===== config.mk =====
export PLATFORM = sky130hd
export DESIGN_NAME = upstream_health_tracker_core
export DESIGN_NICKNAME = d
export VERILOG_FILES = /design/src/sv/uht_pkg.sv /design/src/sv/uht_entry_table.sv /design/src/sv/uht_update_logic.sv /design/src/sv/upstream_health_tracker_core.sv
export VERILOG_INCLUDE_DIRS = /design/src /design/src/sv
export SDC_FILE = /design/constraint.sdc
export NUM_CORES = 1
export LEC_CHECK = 0
export BUFFER_PORTS_ARGS = -buffer_cell sky130_fd_sc_hd__buf_2
export CORE_MARGIN = 5
export CORE_UTILIZATION = 61
export CTS_CLUSTER_DIAMETER = 120
export CTS_CLUSTER_SIZE = 10
export DETAILED_ROUTE_END_ITERATION = 10
export GPL_TIMING_DRIVEN = 0
export PLACE_DENSITY_LB_ADDON = 0.08
export SYNTH_ARGS = -nofsm -noshare
export SYNTH_HDL_FRONTEND = slang
export SYNTH_SLANG_ARGS = --single-unit

===== constraint.sdc =====
create_clock -name clk -period 10.3 [get_ports clk]
set_input_delay 3.09 -clock clk [delete_from_list [all_inputs] [get_ports clk]]
set_output_delay 3.09 -clock clk [all_outputs]
set_load 0.02 [all_outputs]

===== src/sv/upstream_health_tracker_core_defines.svh =====
// ----------------------------------------------------------------------------
// upstream_health_tracker_core_defines.svh
// Assertion macros used by the upstream health tracker RTL.
// ----------------------------------------------------------------------------
`ifndef UPSTREAM_HEALTH_TRACKER_CORE_DEFINES_SVH
`define UPSTREAM_HEALTH_TRACKER_CORE_DEFINES_SVH

`ifndef SYNTH
`define UHT_ASSERT_IMPL(label, ante, cons) \
  label: assert property (@(posedge clk) disable iff (rst) (ante) |-> (cons)) \
    else $error("upstream health tracker check failed");
`define UHT_ASSERT_NEXT(label, ante, cons) \
  label: assert property (@(posedge clk) disable iff (rst) (ante) |=> (cons)) \
    else $error("upstream health tracker check failed");
`else
`define UHT_ASSERT_IMPL(label, ante, cons)
`define UHT_ASSERT_NEXT(label, ante, cons)
`endif

`endif


===== src/sv/uht_pkg.sv =====
// ----------------------------------------------------------------------------
// uht_pkg
// Types and constants for the upstream health tracker.
// ----------------------------------------------------------------------------
package uht_pkg;

  localparam int TARGET_W = 4;
  localparam int TIME_W   = 48;
  localparam int COUNT_W  = 8;
  localparam int ACTIVE_W = 5;
  localparam int CFG_IDX_W = 2;
  localparam int CFG_DATA_W = 8;
  localparam int IN_DATA_W  = 56;
  localparam int OUT_DATA_W = 64;

  localparam logic [ACTIVE_W-1:0] ACTIVE_COUNT_RST   = 5'd16;
  localparam logic [COUNT_W-1:0]  DEAD_THRESHOLD_RST = 8'd3;
  localparam logic [COUNT_W-1:0]  REVIVE_LIMIT_RST   = 8'd2;
  localparam logic [COUNT_W-1:0]  COUNT_MAX          = 8'hFF;

  typedef enum logic [1:0] {
    MODE_PROBE    = 2'd0,
    MODE_REQ_FAIL = 2'd1,
    MODE_REQ_OK   = 2'd2,
    MODE_UNUSED   = 2'd3
  } mode_t;

  typedef enum logic [CFG_IDX_W-1:0] {
    REG_ACTIVE_COUNT   = 2'd0,
    REG_DEAD_THRESHOLD = 2'd1,
    REG_REVIVE_LIMIT   = 2'd2,
    REG_NONE           = 2'd3
  } cfg_reg_t;

  typedef struct packed {
    logic [ACTIVE_W-1:0] active_count;
    logic [COUNT_W-1:0]  dead_threshold;
    logic [COUNT_W-1:0]  revive_limit;
  } cfg_t;

  typedef struct packed {
    mode_t               mode;
    logic [TARGET_W-1:0] target;
    logic                probe_ok;
    logic [TIME_W-1:0]   now_time;
  } event_t;

  typedef struct packed {
    logic               alive;
    logic [COUNT_W-1:0] count;
    logic [TIME_W-1:0]  stamp;
  } entry_t;

  typedef struct packed {
    logic               accepted;
    logic               is_alive;
    logic [COUNT_W-1:0] count_now;
    logic               went_up;
    logic               went_down;
    logic [TIME_W-1:0]  checked_at;
  } result_t;

endpackage


===== src/sv/uht_entry_table.sv =====
// ----------------------------------------------------------------------------
// uht_entry_table
// Per-upstream state registers: alive flag, counter and probe timestamp.
// ----------------------------------------------------------------------------
module uht_entry_table #(
  parameter int DEPTH = 16,
  parameter int IDX_W = 4
) (
  input  logic              clk,
  input  logic              rst,
  input  logic [IDX_W-1:0]  rd_idx,
  output uht_pkg::entry_t   rd_entry,
  input  logic              wr_en,
  input  logic [IDX_W-1:0]  wr_idx,
  input  uht_pkg::entry_t   wr_entry
);
  import uht_pkg::*;

  entry_t entries [DEPTH];

  always_ff @(posedge clk) begin
    if (rst) begin
      for (int i = 0; i < DEPTH; i++) begin
        entries[i].alive <= 1'b1;
        entries[i].count <= '0;
        entries[i].stamp <= '0;
      end
    end else if (wr_en) begin
      entries[wr_idx] <= wr_entry;
    end
  end

  assign rd_entry = entries[rd_idx];

endmodule


===== src/sv/uht_update_logic.sv =====
// ----------------------------------------------------------------------------
// uht_update_logic
// Applies one event to an entry: threshold hysteresis and range checks.
// ----------------------------------------------------------------------------
module uht_update_logic #(
  parameter int MAX_UPSTREAMS = 16
) (
  input  uht_pkg::event_t  evt,
  input  uht_pkg::cfg_t    cfg,
  input  uht_pkg::entry_t  cur,
  output logic             applied,
  output uht_pkg::entry_t  upd,
  output uht_pkg::result_t res
);
  import uht_pkg::*;

  logic               in_range;
  logic [COUNT_W-1:0] cnt_inc;
  logic               alive_n;
  logic [COUNT_W-1:0] cnt_n;
  logic               up;
  logic               down;

  assign in_range = ({1'b0, evt.target} < cfg.active_count) &&
                    (32'(evt.target) < MAX_UPSTREAMS);
  assign applied  = in_range && (evt.mode != MODE_UNUSED);
  assign cnt_inc  = (cur.count == COUNT_MAX) ? COUNT_MAX : cur.count + 8'd1;

  always_comb begin
    alive_n = cur.alive;
    cnt_n   = cur.count;
    up      = 1'b0;
    down    = 1'b0;
    case (evt.mode)
      MODE_REQ_OK: begin
        cnt_n = '0;
      end
      MODE_PROBE, MODE_REQ_FAIL: begin
        if (evt.mode == MODE_PROBE && evt.probe_ok) begin
          if (!cur.alive) begin
            cnt_n = cnt_inc;
            if (cnt_inc >= cfg.revive_limit) begin
              alive_n = 1'b1;
              cnt_n   = '0;
              up      = 1'b1;
            end
          end else begin
            cnt_n = '0;
          end
        end else begin
          cnt_n = cnt_inc;
          if (cur.alive && cnt_inc >= cfg.dead_threshold) begin
            alive_n = 1'b0;
            down    = 1'b1;
          end
        end
      end
      default: begin
        cnt_n = cur.count;
      end
    endcase
  end

  always_comb begin
    upd.alive = alive_n;
    upd.count = cnt_n;
    upd.stamp = (evt.mode == MODE_PROBE) ? evt.now_time : cur.stamp;
  end

  always_comb begin
    res = '0;
    if (applied) begin
      res.accepted   = 1'b1;
      res.is_alive   = upd.alive;
      res.count_now  = upd.count;
      res.went_up    = up;
      res.went_down  = down;
      res.checked_at = upd.stamp;
    end
  end

endmodule


===== src/sv/upstream_health_tracker_core.sv =====
// ----------------------------------------------------------------------------
// upstream_health_tracker_core
// Tracks alive state, a failure/revival counter and the last probe time for
// each upstream. Events arrive on the slave stream, one result leaves on the
// master stream per event. Each request is registered in the input register,
// then a read-modify-write on the entry table fills the result register that
// drives the master stream, so a new request is taken every cycle while the
// master side does not stall; the table is written in the same cycle it is
// read, so back-to-back requests to one upstream see each other's updates.
// A stalled master side holds the result register and then the input
// register.
// ----------------------------------------------------------------------------
`include "upstream_health_tracker_core_defines.svh"

module upstream_health_tracker_core #(
  parameter int MAX_UPSTREAMS = 16
) (
  input  logic                             clk,
  input  logic                             rst,
  input  logic                             s_tvalid,
  output logic                             s_tready,
  // [3:0] target, [4] probe_ok, [52:5] now_time, [55:53] zero
  input  logic [uht_pkg::IN_DATA_W-1:0]    s_tdata,
  // [1:0] mode
  input  logic [1:0]                       s_tuser,
  output logic                             m_tvalid,
  input  logic                             m_tready,
  // [0] is_alive, [8:1] count_now, [9] went_up, [10] went_down,
  // [58:11] checked_at, [63:59] zero
  output logic [uht_pkg::OUT_DATA_W-1:0]   m_tdata,
  // [0] accepted
  output logic                             m_tuser,
  input  logic                             cfg_we,
  input  logic [uht_pkg::CFG_IDX_W-1:0]    cfg_index,
  input  logic [uht_pkg::CFG_DATA_W-1:0]   cfg_data
);
  import uht_pkg::*;

  localparam int DEPTH = (MAX_UPSTREAMS < (1 << TARGET_W)) ? MAX_UPSTREAMS
                                                           : (1 << TARGET_W);
  localparam int IDX_W = (DEPTH > 1) ? $clog2(DEPTH) : 1;

  cfg_t    cfg;
  logic    in_valid;
  event_t  in_evt;
  logic    advance;
  logic    applied;
  entry_t  cur_entry;
  entry_t  upd_entry;
  result_t res;
  result_t out_res;
  logic    out_valid;

  always_ff @(posedge clk) begin
    if (rst) begin
      cfg.active_count   <= ACTIVE_COUNT_RST;
      cfg.dead_threshold <= DEAD_THRESHOLD_RST;
      cfg.revive_limit   <= REVIVE_LIMIT_RST;
    end else if (cfg_we) begin
      case (cfg_reg_t'(cfg_index))
        REG_ACTIVE_COUNT:   cfg.active_count   <= cfg_data[ACTIVE_W-1:0];
        REG_DEAD_THRESHOLD: cfg.dead_threshold <= cfg_data;
        REG_REVIVE_LIMIT:   cfg.revive_limit   <= cfg_data;
        default:            cfg.active_count   <= cfg.active_count;
      endcase
    end
  end

  assign advance  = in_valid && (!out_valid || m_tready);
  assign s_tready = !in_valid || advance;

  always_ff @(posedge clk) begin
    if (rst) begin
      in_valid <= 1'b0;
    end else if (s_tready) begin
      in_valid <= s_tvalid;
    end
  end

  always_ff @(posedge clk) begin
    if (s_tvalid && s_tready) begin
      in_evt.mode     <= mode_t'(s_tuser);
      in_evt.target   <= s_tdata[TARGET_W-1:0];
      in_evt.probe_ok <= s_tdata[TARGET_W];
      in_evt.now_time <= s_tdata[TARGET_W+TIME_W:TARGET_W+1];
    end
  end

  uht_entry_table #(
    .DEPTH (DEPTH),
    .IDX_W (IDX_W)
  ) u_table (
    .clk      (clk),
    .rst      (rst),
    .rd_idx   (in_evt.target[IDX_W-1:0]),
    .rd_entry (cur_entry),
    .wr_en    (advance && applied),
    .wr_idx   (in_evt.target[IDX_W-1:0]),
    .wr_entry (upd_entry)
  );

  uht_update_logic #(
    .MAX_UPSTREAMS (MAX_UPSTREAMS)
  ) u_update (
    .evt     (in_evt),
    .cfg     (cfg),
    .cur     (cur_entry),
    .applied (applied),
    .upd     (upd_entry),
    .res     (res)
  );

  always_ff @(posedge clk) begin
    if (rst) begin
      out_valid <= 1'b0;
    end else if (!out_valid || m_tready) begin
      out_valid <= in_valid;
    end
  end

  always_ff @(posedge clk) begin
    if (advance) begin
      out_res <= res;
    end
  end

  assign m_tvalid = out_valid;
  assign m_tuser  = out_res.accepted;
  assign m_tdata  = {5'd0, out_res.checked_at, out_res.went_down, out_res.went_up,
                     out_res.count_now, out_res.is_alive};

  `UHT_ASSERT_IMPL(a_no_up_and_down, m_tvalid, !(out_res.went_up && out_res.went_down))
  `UHT_ASSERT_IMPL(a_up_is_alive, m_tvalid && out_res.went_up,
                   out_res.is_alive && out_res.count_now == '0)
  `UHT_ASSERT_IMPL(a_down_is_dead, m_tvalid && out_res.went_down, !out_res.is_alive)
  `UHT_ASSERT_IMPL(a_reject_zero, m_tvalid && !out_res.accepted, m_tdata == '0)
  `UHT_ASSERT_NEXT(a_advance_fills, advance, m_tvalid)

endmodule


=== Word level (Yosys, flattened, before mapping) ===
Memory sizes are Yosys's and may differ from the RTL's. A register that Yosys moved wholly into a read port is not among the register bits.
Index checks and enable logic that the tools add are counted.

* Register bits: 138
* Memory bits (writable): 912
* Bits of input ports: 73
* Output and inout port bits: 67
* Word-level logic and storage cells: 75
* Memories: 1

{| class="wikitable"
|+ Memory list
! name !! depth !! width !! rd ports !! clocked after Yosys merged registers in !! write ports !! RTL line !! RTL
|-
| u_table.entries || 16 || 57 || 1 || 1 || 16 || uht_entry_table.sv:19 || <nowiki>entry_t entries [DEPTH];</nowiki>
|}

* Add/subtract/negate cells: 1
* Magnitude comparators: 3
* Equal/unequal tests: 6
* Muxes and demuxes: 27
* Bitwise gates (word level): 3
* Reduce and logical (&&, ||, !) cells: 19

{| class="wikitable"
|+ Operators with widths
! operator !! count
|-
| $mux 60 || 1
|-
| $mux 57 || 1
|-
| $reduce_or 57->1 || 1
|-
| $mux 48 || 1
|-
| $mux 8 || 4
|-
| $mux 1 || 17
|-
| $ge 8x8->1 || 2
|-
| $pmux 8 s2 || 1
|-
| $add 8x1->8 const B || 1
|-
| $eq 8x8->1 const B || 1
|-
| $mux 4 || 2
|-
| $logic_and 1x1->1 || 6
|-
| $reduce_and 2->1 || 3
|-
| $lt 4x5->1 || 1
|-
| $eq 2x1->1 const B || 2
|-
| $eq 2x2->1 const B || 2
|-
| $logic_not 2->1 || 2
|-
| $reduce_or 4->1 || 1
|-
| $not 1->1 || 3
|-
| $reduce_or 3->1 || 1
|-
| $logic_not 1->1 || 2
|-
| $logic_or 1x1->1 || 2
|-
| $ne 2x2->1 const B || 1
|-
| $reduce_or 2->1 || 1
|}

=== Logic depth before layout (Yosys ltp) ===
* Depth after elaboration: 9
* Gate-level depth with buffers: 20
* Gate-level depth less buffers: 16

=== Modules after synthesis ===
Synthesis repeated with hierarchy kept, for this count alone.

* Cells, all modules: 2,978
* Area total of the unflattened synthesis: 46,846.2 sq um

{| class="wikitable"
|+ Modules (own cells, without submodules)
! module !! times used !! cells an instance !! area an instance (sq um) !! sequential area each (sq um)
|-
| uht_entry_table || 1 || 2,498 || 40,446.3 || 27,376.3
|-
| upstream_health_tracker_core || 1 || 218 || 4,471.8 || 3,913.8
|-
| uht_update_logic || 1 || 262 || 1,928.1 || 0.0
|}

=== Least setup slack after synthesis ===
No wires, ideal clock.

* Path kind: input to output
* Start: input m_tready
* End: output s_tready
* Arrival: 3.446 ns
* Data required time: 7.210 ns
* Slack: 3.764 ns
* Stages: 2
* Path buffers: 0
* Cell sequence: nor2b_1 nand2_1

* Word-level cells in the longest chain between the ends: 3

{| class="wikitable"
|+ Ends and longest elaborated chain
! what !! RTL line !! RTL
|-
| from (decl) || upstream_health_tracker_core.sv:27 || <nowiki>input logic m_tready,</nowiki>
|-
| $logic_or 1x1->1 || upstream_health_tracker_core.sv:69 || <nowiki>assign advance = in_valid && (!out_valid || m_tready);</nowiki>
|-
| $logic_and 1x1->1 || upstream_health_tracker_core.sv:69 ||
|-
| $logic_or 1x1->1 || upstream_health_tracker_core.sv:70 || <nowiki>assign s_tready = !in_valid || advance;</nowiki>
|-
| to (decl) || upstream_health_tracker_core.sv:21 || <nowiki>output logic s_tready,</nowiki>
|}

No other way between the ends.

=== Final worst setup path ===
Ends and elaborated chain as after synthesis.

==> results.txt <==
----------------------------------------------------
[Flow run]
  MaxCap Viol Count ... 0

[GRT]
  Number of global-route vias before repair ... 27,600
  Initial antenna violation count ... 2
  Overflow left after global routing ... 0
  Global router's overall resource usage ... 0.309
  First-pass GRT wire length ... 178,000 um
  Largest net degree at the start of global routing ... 42

[Power]
  PnR Total Power ... 9.58 mW
  Peak supply drop ... 0.139 mV
  Pleak ... 17.7 nW
  Power density of the placed cells ... 189 nW/um^2

[Cells and area]
  Fraction of final layout cells with drive strength greater than 1 ... 0.232
  FF/Latch Area ... 31,400 sq um
  Leading cell types in the layout, fill and taps excluded ... sky130_fd_sc_hd__edfxtp_1 (1,026), sky130_fd_sc_hd__nor2_1 (946), sky130_fd_sc_hd__mux4_2 (272)
  Net count reported at finish ... 3,264
  Area Overhead vs Synth ... 12.3%
  Post-Layout Cell Count ... 4,146
  Leading cell type in the layout, fill and taps excluded ... sky130_fd_sc_hd__edfxtp_1
  Filler Cells Inserted ... 4,821
  Final core area utilization ... 0.692
  Footprint of the multi-input gates ... 12,700 sq um

[Yosys]
  Ranking of synthesized cells by area ... sky130_fd_sc_hd__edfxtp_1 (68%), sky130_fd_sc_hd__mux4_2 (14%), sky130_fd_sc_hd__nor2_1 (7.9%)
  Yosys Warn Count ... 0
  Synth area leader ... sky130_fd_sc_hd__edfxtp_1
  Synthesized netlist cell count ... 2,900
  Area share of the largest cell type after synthesis ... 0.682
  Post-synthesis cell type count ... 67
  Post-synthesis instance area ... 45,100 sq um
  Seq/Total Area, Yosys ... 0.695
  Number of synthesized flops with an enable pin ... 1,026
  Primary flip-flop cell chosen by synthesis mapping ... sky130_fd_sc_hd__edfxtp_1
  Register bit count reported by yosys ... 1,054
  Proportion of synthesized flip-flops having asynchronous set or reset ... 0
  Average footprint of a synthesized cell ... 15.6 sq um

[Timing]
  Number of failing hold endpoints at the final stage ... 0
  Final number of max-transition violations ... 0
  Worst clock skew ... 0.0213 ns
  Slew Limit Headroom ... 0.159
  Highest attainable clock frequency ... 148 MHz
  Final setup violation count ... 0
  Shortest clock period the worst path allows after layout ... 6.75 ns
  Worst-Margin Slew ... 1.26 ns
  Hold_ws ... 0.479 ns
  Setup repair after global routing missed its margin ... no
  Accumulated negative setup slack ... 0 ns
  Fin crit share ... 0.656

[Clock tree]
  Cts bufs inserted ... 115
  CTS hold repair buffers ... 0
  Skew-Pair Late Insertion Delay ... 0.67 ns
  Num Clock Sinks ... 1,054
  PostCTS Resize Cnt ... 0
  Number of levels the H-tree was split into ... 3
  Clock slew at reported path FFs ... 0.07 ns
  Post-CTS repair timing setup buffer count ... 0
  Clock tree root driver cell ... sky130_fd_sc_hd__clkbuf_16
  Clock tree from TritonCTS ... yes
  Maximum count of clock buffers along a single path ... 3

[Critical path]
  Critical Path Sink ... s_tready
  Most frequent CP cell ... sky130_fd_sc_hd__buf_2
  Capturing element type of the critical path ... primary output
  Critical R2R Capture ... u_table.entries[4][55]
  R2R Setup Slk ... 4.10 ns
  Critical path data required time ... 7.21 ns
  Data arrival time of the critical path ... 3.66 ns
  Cell family with most CP delay ... simple AND/OR/NAND/NOR gates
  Type of origin of the critical path ... input pin
  Buf+Inv Stages, Crit Path ... 2
  CP max stage cell ... sky130_fd_sc_hd__nor2b_1
  Worst r2r path cells ... 18
  Worst setup path category ... input pin to primary output
  Origin of the worst setup path ... m_tready
  Critical path depth ... 4
  Cell-by-cell listing of the critical path ... buf_2 > nor2b_1 > nand2_1 > buf_2
  Maximum single-stage delay on the critical path ... 0.21 ns
  Max Fanout on Critical Path ... 4

[Place]
  Port Buffer Count ... 131
  Dpl cells ... 4,013
  Placed wire-length estimate after detailed placement ... 77,200 um
  Final RePlAce weighted congestion ... 0.863

[Min path]
  Cells on Worst Hold Path ... 1
  Worst min-delay path class ... register to register

[Route]
  Post-route DRC ... 0
  Post-DRT Antenna Nets ... 0
  Total via count in the routed design ... 27,100
  Post-DR vias/cell ... 6.53
  Sum of routed wire length over all layers ... 121,000 um
  Drt initial violations ... 3,689
  Final routed wire length divided by cell count ... 29.3 um
  Number of detailed-routing iterations run before antenna repair ... 6

[Die]
  Die area ... 79,500 sq um
  Width of the die ... 282 um
  Count of boundary I/O pins ... 140
  Die height ... 282 um
  Placeable core region ... 73,200 sq um
  Number of placement rows ... 99
  Initial cell density of the core ... 0.617

[Outcome]
  Run status ... completed

----------------------------------------------------
[worst min path at each step]
stage / startpoint / end / slack (ns)
after detailed placement: cfg[8] / cfg[8] / 0.46
after floorplan: cfg[8] / cfg[8] / 0.44
after global placement: cfg[8] / cfg[8] / 0.46
after global routing: cfg[8] / cfg[8] / 0.51
after CTS: cfg[8] / cfg[8] / 0.48
final: cfg[8] / cfg[8] / 0.48
[metal layers]
layer / GRT usage / share of wire
met3: 0.0716 / 0.12
met1: 0.425 / 0.36
met5: 0 / 0.00050
met4: 0.109 / 0.038
met2: 0.501 / 0.48
[layout make-up]
class                           instances  share of cell area
Clock buffer                          127              0.0589
Clock inverter                          5             0.00123
Sequential cell                      1054               0.619
Inverter                               31             0.00239
Timing Repair Buffer                  150              0.0227
Antenna cell                            1           0.0000494
Buffer                                255              0.0226
Multi-Input combinational cell       1564               0.250
Tap cell                              959              0.0237
[registers in the layout, indices dropped and copies added (netlist names), named ones only]
register,flops
m_tuser,1
m_tvalid,1
in_evt,55
in_valid,1
cfg,21
m_tdata,59
u_table.entries,912
[power breakdown]
part	leakage, nW	switching (mW)	internal [mW]
combinational	5.54	0.686	0.398
sequential	10.7	0.0514	4.87
clock	1.49	1.56	2.01
[cell families after synthesis]
group,count (synthesis),share of synthesized area
other,1,0.0000831
adder cells (fa/ha/maj),20,0.00554
buffers and inverters,286,0.0279
XOR/XNOR,4,0.000776
multiplexers,361,0.160
AND/OR/NAND/NOR,1070,0.0943
flip-flops,1054,0.695
AO/OA/AOI/OAI,104,0.0167
[synth_stat cells (4+ instances only)]
master,count
sky130_fd_sc_hd__dfxtp_1,28
sky130_fd_sc_hd__buf_2,77
sky130_fd_sc_hd__nor3_1,5
sky130_fd_sc_hd__nor4_1,8
sky130_fd_sc_hd__edfxtp_1,1026
sky130_fd_sc_hd__nor2b_1,4
sky130_fd_sc_hd__and3_1,5
sky130_fd_sc_hd__o21ai_0,8
sky130_fd_sc_hd__buf_1,26
sky130_fd_sc_hd__and2_1,4
sky130_fd_sc_hd__o21ai_1,4
sky130_fd_sc_hd__clkbuf_1,137
sky130_fd_sc_hd__nor2_1,946
sky130_fd_sc_hd__ha_1,20
sky130_fd_sc_hd__mux2i_1,35
sky130_fd_sc_hd__buf_4,8
sky130_fd_sc_hd__a21oi_1,35
sky130_fd_sc_hd__buf_6,6
sky130_fd_sc_hd__inv_1,30
sky130_fd_sc_hd__nand2b_1,34
sky130_fd_sc_hd__nand2_1,31
sky130_fd_sc_hd__mux2i_2,49
sky130_fd_sc_hd__or3_1,9
sky130_fd_sc_hd__nand3_1,12
sky130_fd_sc_hd__a21oi_2,12
sky130_fd_sc_hd__a22oi_2,4
sky130_fd_sc_hd__a21o_1,7
sky130_fd_sc_hd__mux4_2,272
[metrics by stage]
stage	instance area, sq um	worst slack (ns)
2_1_floorplan	45200	3.76
3_3_place_gp	47000	1.13
3_5_place_dp	47600	3.42
4_1_cts	50700	3.56
5_1_grt	50700	3.50
6_report	50700	3.55
No activity file was read; power rests on OpenSTA's default activity.
